--- config.mk ---
export PLATFORM = sky130hd
export DESIGN_NAME = rbil_cell
export DESIGN_NICKNAME = d
export VERILOG_FILES = /design/src/rtl/rbil_pkg.sv /design/src/rtl/rbil_cell.sv
export SDC_FILE = /design/constraint.sdc
export NUM_CORES = 1
export LEC_CHECK = 0
export ABC_AREA = 1
export BUFFER_PORTS_ARGS = -buffer_cell sky130_fd_sc_hd__buf_2
export CORE_MARGIN = 2
export CORE_UTILIZATION = 35
export CTS_CLUSTER_DIAMETER = 50
export DETAILED_ROUTE_END_ITERATION = 8
export PLACE_DENSITY = 0.66
export SYNTH_ARGS = -nofsm -noshare
export SYNTH_HDL_FRONTEND = slang
export SYNTH_SLANG_ARGS = --single-unit
--- constraint.sdc ---
create_clock -name i_clk -period 9.3 [get_ports i_clk]
set_input_delay 1.86 -clock i_clk [delete_from_list [all_inputs] [get_ports i_clk]]
set_output_delay 1.86 -clock i_clk [all_outputs]
set_load 0.05 [all_outputs]
--- src/rtl/rbil_pkg.sv ---
// shared types and constants for the ring buffer indexed list
package rbil_pkg;

    // storage geometry
    localparam int DEPTH  = 64;
    localparam int DATA_W = 32;
    localparam int IDX_W  = $clog2(DEPTH);
    localparam int CNT_W  = $clog2(DEPTH + 1);

    // fixed field widths of the stream beats
    localparam int OP_W    = 3;
    localparam int POS_W   = 7;
    localparam int ELEM_W  = 32;
    localparam int STAT_W  = 2;
    localparam int ECNT_W  = 7;
    localparam int CMP_W   = (CNT_W > POS_W) ? CNT_W : POS_W;
    localparam int IN_TDATA_W  = 48;
    localparam int OUT_TDATA_W = 48;

    // operation codes
    typedef enum logic [OP_W-1:0] {
        OP_PREPEND   = 3'd0,
        OP_APPEND    = 3'd1,
        OP_REM_FIRST = 3'd2,
        OP_REM_LAST  = 3'd3,
        OP_SET       = 3'd4,
        OP_GET       = 3'd5,
        OP_INSERT    = 3'd6,
        OP_REM_AT    = 3'd7
    } t_op;

    // result status codes
    typedef enum logic [STAT_W-1:0] {
        ST_OK    = 2'd0,
        ST_RANGE = 2'd1,
        ST_FULL  = 2'd2
    } t_status;

    // what every cell does at launch
    typedef enum logic [1:0] {
        M_HOLD   = 2'd0,
        M_WRITE  = 2'd1,
        M_INSERT = 2'd2,
        M_DELETE = 2'd3
    } t_mode;

    // controller sequencing
    typedef enum logic {
        S_IDLE  = 1'b0,
        S_SHIFT = 1'b1
    } t_state;

    // control broadcast from the controller to all cells
    typedef struct packed {
        logic              launch;
        t_mode             mode;
        logic [IDX_W-1:0]  idx;
        logic [DATA_W-1:0] word;
        logic              shift;
    } t_cell_ctl;

endpackage

--- src/rtl/rbil_cell.sv ---
// one list cell: holds list entry at its index and one stage of the read chain
module rbil_cell (
    input  logic                          i_clk,
    input  logic [rbil_pkg::IDX_W-1:0]    i_cell_idx,
    input  rbil_pkg::t_cell_ctl           i_ctl,
    input  logic [rbil_pkg::DATA_W-1:0]   i_left_data,
    input  logic [rbil_pkg::DATA_W-1:0]   i_right_data,
    input  logic [rbil_pkg::DATA_W-1:0]   i_right_carry,
    output logic [rbil_pkg::DATA_W-1:0]   o_data,
    output logic [rbil_pkg::DATA_W-1:0]   o_carry
);

    logic [rbil_pkg::DATA_W-1:0] r_data;
    logic [rbil_pkg::DATA_W-1:0] r_carry;

    // entry update: write in place, take from lower neighbor, or from upper neighbor
    always_ff @(posedge i_clk) begin
        if (i_ctl.launch) begin
            unique case (i_ctl.mode)
                rbil_pkg::M_WRITE: begin
                    if (i_cell_idx == i_ctl.idx) r_data <= i_ctl.word;
                end
                rbil_pkg::M_INSERT: begin
                    if (i_cell_idx == i_ctl.idx)     r_data <= i_ctl.word;
                    else if (i_cell_idx > i_ctl.idx) r_data <= i_left_data;
                end
                rbil_pkg::M_DELETE: begin
                    if (i_cell_idx >= i_ctl.idx) r_data <= i_right_data;
                end
                default: ;
            endcase
        end
    end

    // read chain: snapshot old entry at launch, then move one cell toward cell 0
    always_ff @(posedge i_clk) begin
        if (i_ctl.launch) begin
            r_carry <= r_data;
        end else if (i_ctl.shift) begin
            r_carry <= i_right_carry;
        end
    end

    assign o_data  = r_data;
    assign o_carry = r_carry;

endmodule

**Word-level counts from Yosys, hierarchy flattened**

Cells that the tools add are included.

- Word-level logic and storage cells: 21
- Bits of input ports: 145
- Output and inout port bits: 64
- Register bits: 64

- Reduce and logical (&&, ||, !) cells: 3
- Order comparisons: 2
- Equality and inequality tests: 7
- Muxes and demuxes: 7

Operators with widths:

| kind | count |
|---|---|
| $mux W32 | 6 |
| $pmux W32 S3 | 1 |
| $eq A6 B6 Y1 | 1 |
| $ge A6 B6 Y1 | 1 |
| $gt A6 B6 Y1 | 1 |
| $reduce_and A5 Y1 | 1 |
| $eq A2 B2 Y1 const B | 2 |
| $ne A2 B2 Y1 const B | 2 |
| $ne A3 B3 Y1 const B | 1 |
| $reduce_bool A3 Y1 | 1 |
| $eq A2 B1 Y1 const B | 1 |
| $reduce_bool A2 Y1 | 1 |

**Longest topological paths before layout**

- Word-level depth: 4
- Depth in mapped cells: 9
- Mapped depth without buffers: 9

**Least setup slack after synthesis**

Ideal clock, no wire load.

- Kind: input to register
- From: input i_ctl[36] in the netlist's numbering
- To: register r_data, in the netlist o_data[0] (enable)
- Library setup time: 422 ps
- Path buffers: 0
- Stages on the path: 8
- Path slack: 4879 ps
- Required time: 8878 ps
- Arrival time: 4000 ps
- Path through: inv_1 ha_1 nand2_1 nor2_4 nand3_1 nand2_1 nand2_1 nor2_1

- Word-level cells in the longest chain between the ends: 3
- Elaborated cells between the ends (all ways): 7
- Those cells by class: order compare (2); eq/ne (4); reduce/logical (1)

Ends and longest elaborated chain:

| item | RTL line | RTL |
|---|---|---|
| from (decl) | rbil_cell.sv:5 | `input rbil_pkg::t_cell_ctl i_ctl,` |
| $gt A6 B6 Y1, or another cell as far along | rbil_cell.sv:25 | `else if (i_cell_idx > i_ctl.idx) r_data <= i_left_data;` |
| $ne A3 B3 Y1 (no line) or $ne A2 B2 Y1 (tied branches) | n/a |  |
| $reduce_and A5 Y1 (no line) * | n/a |  |
| to (signal assigned) | rbil_cell.sv:24 | `if (i_cell_idx == i_ctl.idx) r_data <= i_ctl.word;` |
| to (signal assigned) | rbil_cell.sv:25 |  |
| to (signal assigned) | rbil_cell.sv:28 | `if (i_cell_idx >= i_ctl.idx) r_data <= i_right_data;` |
| to (decl) | rbil_cell.sv:13 | `logic [rbil_pkg::DATA_W-1:0] r_data;` |

Every way passes the cells marked *; elsewhere a longest branch is shown, timed or not.
A chain may end at the register's enable or synchronous reset.

**Worst setup path in the final report**

- From: input i_ctl[38] in the netlist's numbering
- To: register r_data, in the netlist o_data[7] (enable)

The elaborated chain is that of the path after synthesis.

==> metrics.md <==
| Metric | Value |
|---|---|
| Status | `complete, no violations` |
| Period utilization | `46.6%` |
| Routed wl met3 | `747 µm` |
| DRT iter0 DRCs | `202` |
| Clock Tree Buf Depth | `2` |
| Number of max-cap violations | `0` |
| Worst Path Max Fanout | `36` |
| Root Buffer | `clkbuf_8` |
| Filler Cells Inserted | `1074` |
| Critical Path AT | `4290 ps` |
| Top area cells in the synthesized netlist | `edfxtp_1, nand2_1, nand3_1` |
| Total power | `0.796 mW` |
| Tmin final | `4330 ps` |
| Diode count | `0` |
| Share of post-route cells with drive strength above 1 | `33.2%` |
| H-Tree Depth | `3` |
| Wire length on met1 | `4.73 mm` |
| Clk sinks | `64` |
| DR vias | `3760` |
| Starting Density | `36.1%` |
| Clock-pin slew on the worst setup and hold paths | `70 ps` |
| Die Area | `0.0115 mm²` |
| DRC viols | `0` |
| Post-CTS Resized | `0` |
| GR Overflow Total | `0` |
| Core Util, Final | `48.3%` |
| CP Launch Type | `input port` |
| Hold Violations, Final | `0` |
| CP required | `9260 ps` |
| # rows | `37` |
| Synthesized area | `0.00373 mm²` |
| Crit. End Element | `flip-flop` |
| Std-Cell Core Area | `0.0103 mm²` |
| Compound-cell area share of the yosys netlist | `0.503%` |
| Post-Syn Nets | `632` |
| # IOs | `209` |
| Routability-driven placement congestion ratio | `0.860` |
| Synth Warn # | `0` |
| First-pass GRT wire length | `18.1 mm` |
| Drt pass-1 iters | `5` |
| Placed cell areas | `0.00481 mm²` |
| Slew HR | `13.2%` |
| Setup violators final | `0` |
| Min Hold Slack | `546 ps` |
| Die height | `107 µm` |
| Main combinational cell family by area after synthesis | `simple AND/OR/NAND/NOR gates` |
| Reg area | `0.00192 mm²` |
| Postcts setup bufs | `0` |
| Total GRT Usage | `20.5%` |
| Drt via density | `4.61` |
| Leakage | `2.72 nW` |
| Post-synthesis simple-gate area fraction | `34.5%` |
| Clk_lat worst skew | `340 ps` |
| Port Buffers | `208` |
| Mean area per synthesized cell | `7.76 µm²` |
| Yosys top cell area share | `51.5%` |
| Number of synthesized register bits | `64` |
| Worst-Margin Slew | `1300 ps` |
| RR Startpoint | `o_data[12]$_DFFE_PP_` |
| Final WL | `11.6 mm` |
| Pwr Density | `160 mW/mm²` |
| Multi-input gate area | `0.00139 mm²` |
| Syn Inst Count | `481` |
| XOR/XNOR Fraction of Synth Area | `0%` |
| Hold Crit Start | `o_data[7]$_DFFE_PP_` |
| Detailed Place HPWL | `8.81 mm` |
| Area delta synth->final | `33.7%` |
| Cell taking the most area after synthesis | `edfxtp_1` |
| Max rail drop VDD | `0.0000630 V` |
| Post-detailed-route count of antenna-violating nets | `0` |
| Post-synthesis mux area share | `0%` |
| Tightest Hold Check Type | `reg2reg` |
| CTS buffer count | `9` |
| WL per Instance | `14.3 µm` |
| Count of pins over their slew limit | `0` |
| RSZ-0062 raised after global routing | `no` |
| Adder-Cell Fraction of Synth Area | `2.01%` |
| Total negative slack | `0 ps` |
| Vias in the first global route | `3764` |
| Critical path startpoint | `i_ctl[38]` |
| Maximum number of pins on one net before global-route repair | `37` |
| Final net count | `826` |
| Final Cell Area | `0.00499 mm²` |
| Top Metal Used | `met4` |
| Most frequent cells in the layout | `buf_2, nand2_1, nand3_1` |
| Distinct cells, synth | `17` |
| CTS tree | `done` |
| Skew final | `8.74 ps` |
| Chip width | `107 µm` |
| Max Freq | `231 MHz` |
| Met2 wire length | `5.94 mm` |
| CTS Hold Bufs | `0` |
| Sequential share of the synthesized area | `51.5%` |
| Critical path class | `in2reg` |
| Most common cell after layout, fill and taps aside | `buf_2` |
| Initial antenna violation count | `0` |
==> state kept, by name, indices dropped and copies added, names as in the netlist <==
signal   count
o_carry     32
o_data      32
==> routing by layer <==
metal,up-vias,GRT usage [%]
met5,-,0
met4,0,6.96
met3,16,3.75
met2,137,36.1
met1,1699,25.2
li1,1908,-
==> area by class of cell <==
cell class | instances | area share, %
Sequential cell | 64 | 38.5
Multi-Input combinational cell | 315 | 27.9
Timing Repair Buffer | 208 | 20.9
Inverter | 77 | 5.79
Tap cell | 136 | 3.41
Clock buffer | 10 | 2.56
Clock inverter | 6 | 1.00
==> worst paths after layout <==
kind	endpoint	slack, ps	cells after the start
worst max-delay path	o_data[7]$_DFFE_PP_	4970	9
worst min-delay path	o_carry[7]$_DFFE_PP_	550	2
worst max register to register	o_carry[12]$_DFFE_PP_	8430	2
worst min register to register	o_carry[7]$_DFFE_PP_	550	2
==> worst max-delay path, stage by stage <==
cell     delay [ps]
buf_2            80
inv_1            30
ha_1            280
nand2_1         100
nor2_4          630
nand2_4         400
inv_1           130
nor2_1           80
nor2_4          680
==> Yosys cell counts, drive strengths merged <==
cell type / number
nand3: 96
edfxtp: 64
inv: 77
or2: 1
nand2: 203
a21boi: 1
nor2: 6
ha: 6
clkbuf: 9
o22ai: 1
buf: 16
a21oi: 1
==> report_power, final <==
| group | total [mW] | switching [mW] | internal (mW) |
|---|---|---|---|
| registers | 0.358 | 0.0101 | 0.348 |
| clock network | 0.223 | 0.104 | 0.120 |
| logic | 0.214 | 0.156 | 0.0580 |
| total | 0.796 | 0.270 | 0.526 |
==> stage by stage <==
stage          setup WS, ps  instances
3_3_place_gp           4650        800
3_5_place_dp           4600        800
6_report               4970        816
5_1_grt                4720        816
2_1_floorplan          4880        481
4_1_cts                4950        816
==> cells by family (layout without fill, tap and decap cells) <==
kind of cell / after synthesis / in the layout
buf+inv: 102 / 301
fa+ha+maj: 6 / 6
compound gates: 3 / 3
simple gates: 306 / 306
flops: 64 / 64
Power figures use the tool's default switching activity.
